File: src/rtl/rcp_pkg.sv
`timescale 1ns / 1ps

package rcp_pkg;

	// Frame layout
	localparam int FRAME_BYTES = 28;
	localparam int POS_W       = 5;

	typedef logic [POS_W-1:0] pos_t;

	localparam logic [POS_W:0] FRAME_LEN = (POS_W+1)'(FRAME_BYTES);

	localparam logic [7:0] SYNC_HI = 8'hAA;
	localparam logic [7:0] SYNC_LO = 8'h55;
	localparam logic [7:0] VERSION = 8'h01;
	localparam logic [7:0] LENGTH  = 8'h16;

	// Byte offsets within a frame
	localparam pos_t OFS_VERSION = 5'd2;
	localparam pos_t OFS_LENGTH  = 5'd3;
	localparam pos_t OFS_CHAN    = 5'd4;
	localparam pos_t OFS_FLAGS   = 5'd24;
	localparam pos_t OFS_CRC_END = 5'd25;
	localparam pos_t OFS_CRC_LO  = 5'd26;
	localparam pos_t OFS_CRC_HI  = 5'd27;

	// bytes rescanned after a rejected frame (sync pair dropped)
	localparam logic [POS_W-1:0] REPLAY_BYTES = 5'd26;

	localparam int FAILSAFE_BIT = 1;

	localparam logic [15:0] CRC_POLY = 16'h1021;

	localparam logic [3:0] LAST_CHANNEL = 4'd9;

	// Pulse scaling: 16000 + floor((d*16000 + 819) / 1638), d = clamp(raw) - 172
	localparam logic [15:0] RAW_MIN     = 16'd172;
	localparam logic [15:0] RAW_MAX     = 16'd1810;
	localparam logic [13:0] SCALE_MUL   = 14'd16000;
	localparam logic [24:0] SCALE_BIAS  = 25'd819;
	localparam logic [14:0] RECIP       = 15'd20485;  // floor(2^25 / 1638)
	localparam int          RECIP_SHIFT = 25;
	localparam logic [10:0] DIVISOR     = 11'd1638;
	localparam logic [14:0] PULSE_MIN   = 15'd16000;
	localparam logic [14:0] PULSE_MAX   = 15'd32000;

	typedef enum logic [1:0] {
		HP_IDLE,
		HP_HOLD,
		HP_SYNC
	} hunt_phase_t;

	typedef enum logic [2:0] {
		CS_IDLE,
		CS_REPLAY,
		CS_RD_LO,
		CS_RD_HI,
		CS_START,
		CS_SCALE
	} ctl_state_t;

	// One byte presented to the sync hunter
	typedef struct packed {
		logic       valid;
		logic [7:0] data;
		pos_t       pos;
	} hunt_feed_t;

	// Hunter status back to the controller
	typedef struct packed {
		logic done;
		logic ok;
		logic link_ok;
		pos_t base;
	} hunt_stat_t;

	// Position in the circular frame memory, modulo the frame length
	function automatic pos_t pos_add(input pos_t pos, input pos_t ofs);
		logic [POS_W:0] sum;
		sum = {1'b0, pos} + {1'b0, ofs};
		if (sum >= FRAME_LEN) begin
			sum = sum - FRAME_LEN;
		end
		return sum[POS_W-1:0];
	endfunction

	// CRC-16/XMODEM, one byte, MSB first
	function automatic logic [15:0] crc_step(input logic [15:0] crc, input logic [7:0] data);
		logic [15:0] c;
		c = crc ^ {data, 8'h00};
		for (int b = 0; b < 8; b++) begin
			if (c[15]) begin
				c = {c[14:0], 1'b0} ^ CRC_POLY;
			end else begin
				c = {c[14:0], 1'b0};
			end
		end
		return c;
	endfunction

endpackage

File: src/rtl/rcp_frame_ram.sv
`timescale 1ns / 1ps

module rcp_frame_ram import rcp_pkg::*; (
	input  logic       clk,
	input  logic       we,
	input  pos_t       waddr,
	input  logic [7:0] wdata,
	input  logic       re,
	input  pos_t       raddr,
	output logic [7:0] rdata
);

	logic [7:0] mem [FRAME_BYTES];

	// one write port, one registered read port
	always_ff @(posedge clk) begin
		if (we) begin
			mem[waddr] <= wdata;
		end
		if (re) begin
			rdata <= mem[raddr];
		end
	end

endmodule

File: src/rtl/rcp_hunt.sv
`timescale 1ns / 1ps

module rcp_hunt import rcp_pkg::*; (
	input  logic       clk,
	input  logic       arst_n,
	input  hunt_feed_t feed,
	output hunt_stat_t stat
);

	hunt_phase_t phase_q, phase_d;
	pos_t        cnt_q;       // frame offset of the next byte
	pos_t        base_q;      // memory position of the frame's first sync byte
	logic [15:0] crc_q;
	logic        hdr_ok_q;
	logic [7:0]  crc_lo_q;
	logic        link_q;
	logic        in_sync;
	logic        frame_end;

	assign in_sync = feed.valid && (phase_q == HP_SYNC);

	// Next phase
	always_comb begin
		phase_d = phase_q;
		if (feed.valid) begin
			case (phase_q)
				HP_IDLE: begin
					if (feed.data == SYNC_HI) begin
						phase_d = HP_HOLD;
					end
				end
				HP_HOLD: begin
					if (feed.data == SYNC_LO) begin
						phase_d = HP_SYNC;
					end else if (feed.data != SYNC_HI) begin
						phase_d = HP_IDLE;
					end
				end
				HP_SYNC: begin
					if (cnt_q == OFS_CRC_HI) begin
						phase_d = HP_IDLE;
					end
				end
				default: phase_d = HP_IDLE;
			endcase
		end
	end

	// Status: frame closes on its last CRC byte
	always_comb begin
		frame_end    = in_sync && (cnt_q == OFS_CRC_HI);
		stat.done    = frame_end;
		stat.ok      = hdr_ok_q && (crc_q == {feed.data, crc_lo_q});
		stat.link_ok = link_q;
		stat.base    = base_q;
	end

	// Phase, offset and frame start
	always_ff @(posedge clk or negedge arst_n) begin
		if (!arst_n) begin
			phase_q <= HP_IDLE;
			cnt_q   <= '0;
			base_q  <= '0;
		end else begin
			phase_q <= phase_d;
			if (feed.valid) begin
				if (phase_q != HP_SYNC && feed.data == SYNC_HI) begin
					base_q <= feed.pos;
				end
				if (phase_q == HP_HOLD) begin
					cnt_q <= OFS_VERSION;
				end else if (phase_q == HP_SYNC) begin
					cnt_q <= cnt_q + 5'd1;
				end
			end
		end
	end

	// Header check, running CRC, flags and received CRC
	always_ff @(posedge clk) begin
		if (in_sync) begin
			if (cnt_q == OFS_VERSION) begin
				hdr_ok_q <= (feed.data == VERSION);
			end
			if (cnt_q == OFS_LENGTH) begin
				hdr_ok_q <= hdr_ok_q && (feed.data == LENGTH);
			end
			if (cnt_q <= OFS_CRC_END) begin
				crc_q <= crc_step(crc_q, feed.data);
			end
			if (cnt_q == OFS_FLAGS) begin
				link_q <= !feed.data[FAILSAFE_BIT];
			end
			if (cnt_q == OFS_CRC_LO) begin
				crc_lo_q <= feed.data;
			end
		end else if (feed.valid && phase_q == HP_HOLD) begin
			crc_q <= '0;
		end
	end

endmodule

File: src/rtl/rcp_scale.sv
`timescale 1ns / 1ps

module rcp_scale import rcp_pkg::*; (
	input  logic        clk,
	input  logic        arst_n,
	input  logic        start,
	input  logic [15:0] raw,
	output logic        done,
	output logic [14:0] pulse
);

	logic [10:0] delta;
	logic [24:0] y_d, y_s1, y_s2, y_s3;
	logic [39:0] prod;
	logic [13:0] q_s2, q_s3;
	logic [24:0] t_d, t_s3;
	logic [24:0] rem;
	logic        bump;
	logic        v_s1, v_s2, v_s3;
	logic        done_q;
	logic [14:0] pulse_q;

	// Stage 1: clamp, offset, numerator
	always_comb begin
		if (raw < RAW_MIN) begin
			delta = '0;
		end else if (raw > RAW_MAX) begin
			delta = 11'(RAW_MAX - RAW_MIN);
		end else begin
			delta = 11'(raw - RAW_MIN);
		end
		y_d = 25'(delta) * 25'(SCALE_MUL) + SCALE_BIAS;
	end

	// Stage 2: reciprocal estimate, low by at most one
	assign prod = 40'(y_s1) * 40'(RECIP);

	// Stage 3: back-multiply estimate
	assign t_d = 25'(q_s2) * 25'(DIVISOR);

	// Stage 4: remainder correction
	assign rem  = y_s3 - t_s3;
	assign bump = (rem >= 25'(DIVISOR));

	always_ff @(posedge clk or negedge arst_n) begin
		if (!arst_n) begin
			v_s1   <= 1'b0;
			v_s2   <= 1'b0;
			v_s3   <= 1'b0;
			done_q <= 1'b0;
		end else begin
			v_s1 <= start;
			v_s2 <= v_s1;
			v_s3 <= v_s2;
			if (start) begin
				done_q <= 1'b0;
			end else if (v_s3) begin
				done_q <= 1'b1;
			end
		end
	end

	always_ff @(posedge clk) begin
		y_s1 <= y_d;
		y_s2 <= y_s1;
		q_s2 <= prod[RECIP_SHIFT +: 14];
		y_s3 <= y_s2;
		q_s3 <= q_s2;
		t_s3 <= t_d;
		if (v_s3) begin
			pulse_q <= PULSE_MIN + 15'(q_s3) + 15'(bump);
		end
	end

	assign done  = done_q;
	assign pulse = pulse_q;

endmodule

File: src/rtl/crc16_framed_rc_channel_parser_core.sv
`timescale 1ns / 1ps
// A byte that closes a valid frame starts the read, start and scale states that give its first result.
// Throughput: one byte per cycle while collecting; a valid frame then holds the input while its
// ten channels are emitted, each with two frame memory reads plus the four-stage scaler.
// A rejected frame holds the input while 26 bytes are rescanned via the read port.
// Reset (arst_n low, asynchronous): hunt, counters and output valid clear; memory is not cleared.
module crc16_framed_rc_channel_parser_core import rcp_pkg::*; (
	input  logic        clk,
	input  logic        arst_n,
	input  logic        in_valid,
	output logic        in_stall,
	input  logic [7:0]  rx_byte,
	output logic        out_valid,
	input  logic        out_stall,
	output logic [3:0]  channel_index,
	output logic [14:0] pulse_sixteenths,
	output logic        link_ok,
	output logic [15:0] frame_count,
	output logic        last_channel
);

	ctl_state_t  state_q, state_d;
	pos_t        wr_q;
	pos_t        base_q;
	logic [4:0]  rep_cnt_q;
	logic        rp_v_s1;
	pos_t        rp_pos_s1;
	logic [3:0]  ch_q;
	logic [7:0]  lo_q;
	logic [15:0] count_q;

	logic        out_valid_q;
	logic [3:0]  chan_idx_q;
	logic [14:0] pulse_q;
	logic        link_q;
	logic [15:0] fcount_q;
	logic        last_q;

	logic        in_accept;
	logic        rep_issue;
	logic        slot_free;
	logic        push;
	pos_t        chan_ofs;
	logic        ram_re;
	pos_t        ram_raddr;
	logic [7:0]  ram_rdata;
	hunt_feed_t  feed;
	hunt_stat_t  stat;
	logic        scale_start;
	logic        scale_done;
	logic [14:0] scale_pulse;

	rcp_frame_ram u_ram (
		.clk   (clk),
		.we    (in_accept),
		.waddr (wr_q),
		.wdata (rx_byte),
		.re    (ram_re),
		.raddr (ram_raddr),
		.rdata (ram_rdata)
	);

	rcp_hunt u_hunt (
		.clk    (clk),
		.arst_n (arst_n),
		.feed   (feed),
		.stat   (stat)
	);

	rcp_scale u_scale (
		.clk    (clk),
		.arst_n (arst_n),
		.start  (scale_start),
		.raw    ({ram_rdata, lo_q}),
		.done   (scale_done),
		.pulse  (scale_pulse)
	);

	assign rep_issue = (state_q == CS_REPLAY) && (rep_cnt_q != REPLAY_BYTES);
	assign slot_free = !out_valid_q || !out_stall;
	assign chan_ofs  = OFS_CHAN + {ch_q, 1'b0};

	// Next state
	always_comb begin
		state_d = state_q;
		case (state_q)
			CS_IDLE: begin
				if (in_accept && stat.done) begin
					state_d = stat.ok ? CS_RD_LO : CS_REPLAY;
				end
			end
			CS_REPLAY: begin
				if (!rep_issue && !rp_v_s1) begin
					state_d = CS_IDLE;
				end
			end
			CS_RD_LO: state_d = CS_RD_HI;
			CS_RD_HI: state_d = CS_START;
			CS_START: state_d = CS_SCALE;
			CS_SCALE: begin
				if (push) begin
					state_d = (ch_q == LAST_CHANNEL) ? CS_IDLE : CS_RD_LO;
				end
			end
			default: state_d = CS_IDLE;
		endcase
	end

	// Control outputs
	always_comb begin
		in_stall    = (state_q != CS_IDLE);
		in_accept   = in_valid && (state_q == CS_IDLE);
		scale_start = (state_q == CS_START);
		push        = (state_q == CS_SCALE) && scale_done && slot_free;
		ram_re      = 1'b0;
		ram_raddr   = base_q;
		case (state_q)
			CS_REPLAY: begin
				ram_re    = rep_issue;
				ram_raddr = pos_add(base_q, OFS_VERSION + rep_cnt_q);
			end
			CS_RD_LO: begin
				ram_re    = 1'b1;
				ram_raddr = pos_add(base_q, chan_ofs);
			end
			CS_RD_HI: begin
				ram_re    = 1'b1;
				ram_raddr = pos_add(base_q, chan_ofs + 5'd1);
			end
			default: begin
				ram_re    = 1'b0;
				ram_raddr = base_q;
			end
		endcase
		// hunter sees new bytes, or rescanned bytes during replay
		feed.valid = in_accept || ((state_q == CS_REPLAY) && rp_v_s1);
		feed.data  = (state_q == CS_REPLAY) ? ram_rdata : rx_byte;
		feed.pos   = (state_q == CS_REPLAY) ? rp_pos_s1 : wr_q;
	end

	// Control registers
	always_ff @(posedge clk or negedge arst_n) begin
		if (!arst_n) begin
			state_q     <= CS_IDLE;
			wr_q        <= '0;
			base_q      <= '0;
			rep_cnt_q   <= '0;
			rp_v_s1     <= 1'b0;
			ch_q        <= '0;
			count_q     <= '0;
			out_valid_q <= 1'b0;
		end else begin
			state_q <= state_d;
			rp_v_s1 <= rep_issue;
			if (in_accept) begin
				wr_q      <= pos_add(wr_q, 5'd1);
				rep_cnt_q <= '0;
				ch_q      <= '0;
				if (stat.done) begin
					base_q <= stat.base;
					if (stat.ok) begin
						count_q <= count_q + 16'd1;
					end
				end
			end
			if (rep_issue) begin
				rep_cnt_q <= rep_cnt_q + 5'd1;
			end
			if (push) begin
				ch_q <= ch_q + 4'd1;
			end
			if (push) begin
				out_valid_q <= 1'b1;
			end else if (!out_stall) begin
				out_valid_q <= 1'b0;
			end
		end
	end

	// Datapath registers
	always_ff @(posedge clk) begin
		rp_pos_s1 <= ram_raddr;
		if (state_q == CS_RD_HI) begin
			lo_q <= ram_rdata;
		end
		if (push) begin
			chan_idx_q <= ch_q;
			pulse_q    <= scale_pulse;
			link_q     <= stat.link_ok;
			fcount_q   <= count_q;
			last_q     <= (ch_q == LAST_CHANNEL);
		end
	end

	assign out_valid        = out_valid_q;
	assign channel_index    = chan_idx_q;
	assign pulse_sixteenths = pulse_q;
	assign link_ok          = link_q;
	assign frame_count      = fcount_q;
	assign last_channel     = last_q;

endmodule

File: config.mk
export PLATFORM = sky130hd
export DESIGN_NAME = crc16_framed_rc_channel_parser_core
export DESIGN_NICKNAME = d
export VERILOG_FILES = /design/src/rtl/rcp_pkg.sv /design/src/rtl/rcp_frame_ram.sv /design/src/rtl/rcp_hunt.sv /design/src/rtl/rcp_scale.sv /design/src/rtl/crc16_framed_rc_channel_parser_core.sv
export SDC_FILE = /design/constraint.sdc
export NUM_CORES = 1
export LEC_CHECK = 0
export BUFFER_PORTS_ARGS = -buffer_cell sky130_fd_sc_hd__buf_4
export CORE_MARGIN = 10
export CORE_UTILIZATION = 35
export DETAILED_ROUTE_END_ITERATION = 8
export GPL_ROUTABILITY_DRIVEN = 0
export PLACE_DENSITY = 0.46
export SLEW_MARGIN = 20
export SYNTH_ARGS = -nofsm -noshare
export SYNTH_HDL_FRONTEND = slang
export SYNTH_SLANG_ARGS = --single-unit
File: constraint.sdc
create_clock -name clk -period 9.15 [get_ports clk]
set_clock_uncertainty 0.1 [all_clocks]
set_input_delay 1.3725 -clock clk [delete_from_list [all_inputs] [get_ports clk]]
set_output_delay 1.3725 -clock clk [all_outputs]
set_load 0.1 [all_outputs]
==> results.py <==
metrics = {
    "synth": {
        "syn_nets": 2655,
        "syn_area_um2": 27600,
        "ys_top_cells_by_area": "edfxtp_1 (35%), ha_1 (14%), dfxtp_1 (8.0%)",
        "ys_ff_latch": 484,
        "synth_top_area_share_pct": 34.6,
        "async_flop_share_pct": 11.6,
        "ys_types": 85,
        "avgSynthCellArea_um2": 12.3,
        "synth_top_cell_by_area": "edfxtp_1",
        "ys.flop_type": "edfxtp_1",
        "ys_seq_area_share_pct": 47.7,
        "synth_edf_count": 318,
        "syn_inst": 2245,
        "yosys_warnings": 0,
    },
    "routing": {
        "vias": 16659,
        "drt_pre_antenna_iters": 5,
        "wl_mm": 62.4,
        "drt_iter0_drc": 869,
        "avgViaCountPerCell": 4.89,
        "wire_per_inst_um": 18.3,
        "drc_errors": 0,
        "ant_nets": 0,
    },
    "clock_tree": {
        "clock-sinks": 484,
        "cts_hold_buf": 0,
        "cts_tree": "done",
        "clk_pin_slew_ns": 0.06,
        "postCtsSetupRepairBufs": 0,
        "cts_made_buffers": 55,
        "clkLatencyLatePin_ns": 0.61,
        "cts-resized-gates": 0,
        "ctsHtreeMaxLevel": 2,
        "max-clock-path-buffers": 3,
        "cts.root.buffer_cell": "clkbuf_16",
    },
    "worst_setup_path": {
        "path_buf_inv": 3,
        "crit_path_start_kind": "flip-flop",
        "required_ns": 9.58,
        "crit_fanout": 6,
        "crit_family": "adder cells",
        "cp-end-kind": "flip-flop",
        "cp_slowest_cell": "or4b_2",
        "path_cells": "or4b_2, nand3_1, a21oi_1, nand2b_1, o21ai_1, inv_1, ha_1, inv_1, fa_1, fa_1, fa_1, inv_1, ha_1, o21a_1, o31a_1, a2bb2oi_1, nor3_1, o31ai_1, nand4_1, nor4_1, xnor2_1, xnor2_1",
        "cp_data_arrival_time_ns": 7.21,
        "r2r_slack_ns": 2.37,
        "crit_type": "flip-flop to flip-flop",
        "max_stage_delay_ns": 0.65,
    },
    "placed_design": {
        "port-buffer-count": 50,
        "placed_cell_area_um2": 29200,
        "hpwlAfterDp_mm": 45.6,
        "pre_cts_slack_ns": 2.07,
    },
    "grt": {
        "track_usage_pct": 14.0,
        "antenna_found_initial": 1,
        "grt_pass1_wl_mm": 101,
        "grt_overflow_total": 0,
        "grt_max_degree": 58,
        "grt_pass1_vias": 17424,
    },
    "layout": {
        "final_area_um2": 30900,
        "drive_above_1_share_pct": 11.0,
        "layout_common_cells": "edfxtp_1 (318), ha_1 (309), inv_1 (289)",
        "antennaDiodeCount": 0,
        "final_common_cell": "edfxtp_1",
        "syn_to_final_growth_pct": 12.3,
        "final_util_pct": 39.8,
        "nets": 2730,
    },
    "floorplan": {
        "dieArea_um2": 90400,
        "die_h_um": 301,
        "core_area_um2": 77700,
        "io_pins": 51,
        "initial_core_util_pct": 35.5,
        "rows": 102,
        "fp.dieW_um": 301,
    },
    "timing": {
        "rsz0062_at_grt": "no",
        "fin_ws_ns": 2.37,
        "setup_viol": 0,
        "tns_ns": 0,
        "period_minus_slack_ns": 6.78,
        "fmax_mhz": 148,
        "slew_viol_final": 0,
        "tightestPinTransition_ns": 1.00,
        "slew_headroom_pct": 33.2,
        "finalCritPeriodShare_pct": 74.1,
        "hold_violations": 0,
    },
    "status": {
        "outcome": "finished clean",
    },
    "worst_hold_path": {
        "hold_class": "flip-flop to flip-flop",
    },
    "pwr": {
        "pwr_density_cell_nw_per_um2": 147,
        "p_leak_nw": 12.8,
        "power_mw": 4.53,
        "vdd_ir_drop_max_mv": 0.146,
    },
    "job": {
        "maxCapViolCount": 0,
    },
}
-- flip-flops by register name, indices dropped and copies added, names as in the netlist, 15 cells and up --
signal            cells
u_ram.mem           224
u_scale.t_s3         23
u_scale.y_s1         18
u_scale.y_s2         18
u_scale.y_s3         18
count_q              16
frame_count          16
u_hunt.crc_q         16
pulse_sixteenths     15
u_scale.pulse        15
-- power by group --
group                 switching (mW)  internal [mW]  leakage, nW
sequential     0.0000000000000000140           2.32         4.51
clock                          0.913           1.25        0.862
combinational                 0.0364         0.0100         7.40
total                          0.950           3.58         12.8
-- final timing paths --
path | end | cells after the start | start
worst max-delay path | u_scale.y_s1[24] | 22 | lo_q[2]
worst max register to register | u_scale.y_s1[24] | 22 | lo_q[2]
worst min register to register | u_scale.y_s3[11] | 0 | u_scale.y_s2[11]
worst min-delay path | u_scale.y_s3[11] | 0 | u_scale.y_s2[11]
min in group asynchronous | count_q[5] | 1 | arst_n
max in group asynchronous | state_q[0] | 1 | arst_n
-- layer usage --
| layer | up-vias | GRT usage (%) | wire (um) |
|---|---|---|---|
| met3 | 71 | 1.85 | 2110 |
| li1 | 8154 | - | - |
| met1 | 8185 | 19.5 | 30200 |
| met2 | 249 | 23.0 | 29000 |
| met5 | - | 0 | 0 |
| met4 | 0 | 3.03 | 1030 |
-- synthesized netlist by cell type, drive strengths merged, types with 4 or more instances --
cell and instances:
edfxtp 318, ha 309, inv 290, nor2 128, nand2 115, dfxtp 110
xnor2 103, fa 89, a21oi 86, o21ai 83, dfrtp 56, mux4 56
xor2 48, nand3 42, nor3 35, mux2i 32, clkbuf 27, a21o 26
mux2 18, o211ai 18, buf 16, nand2b 16, and3 15, nand4 15
nor2b 15, a31oi 13, o21bai 13, o21a 12, o221ai 12, or2 12
a211oi 11, and2 9, nor4 9, or3 9, nand3b 7, nor3b 6
o31ai 6, nor4b 5, o2111ai 5, a21boi 4, or3b 4
-- cell type report --
cell class / count / area (um2)
clock buffer: 72 / 1470
fill: 7392 / 46800
timing repair buffer: 61 / 458
tap: 1040 / 1300
sequential: 484 / 13200
multi-input combinational: 1428 / 13200
clock inverter: 31 / 298
inverter: 290 / 1090
-- metrics by stage --
| stage | hold WS [ns] | cells |
|---|---|---|
| global placement | 0.211 | 3303 |
| CTS | 0.226 | 3406 |
| floorplan | 0.210 | 2245 |
| detailed placement | 0.212 | 3303 |
| finish | 0.223 | 3406 |
| global route | 0.229 | 3406 |
-- logic make-up (layout without fill, tap and decap cells) --
logic type      after synthesis  count (layout)  share of synthesized area (%)
flops                       484             484                           47.7
simple gates                451             451                           8.06
fa+ha+maj                   398             398                           20.5
buf+inv                     333             454                           4.65
compound gates              322             322                           7.59
xor+xnor                    151             151                           4.83
mux                         106             106                           6.66
No activity file was read; power rests on OpenSTA's default activity.
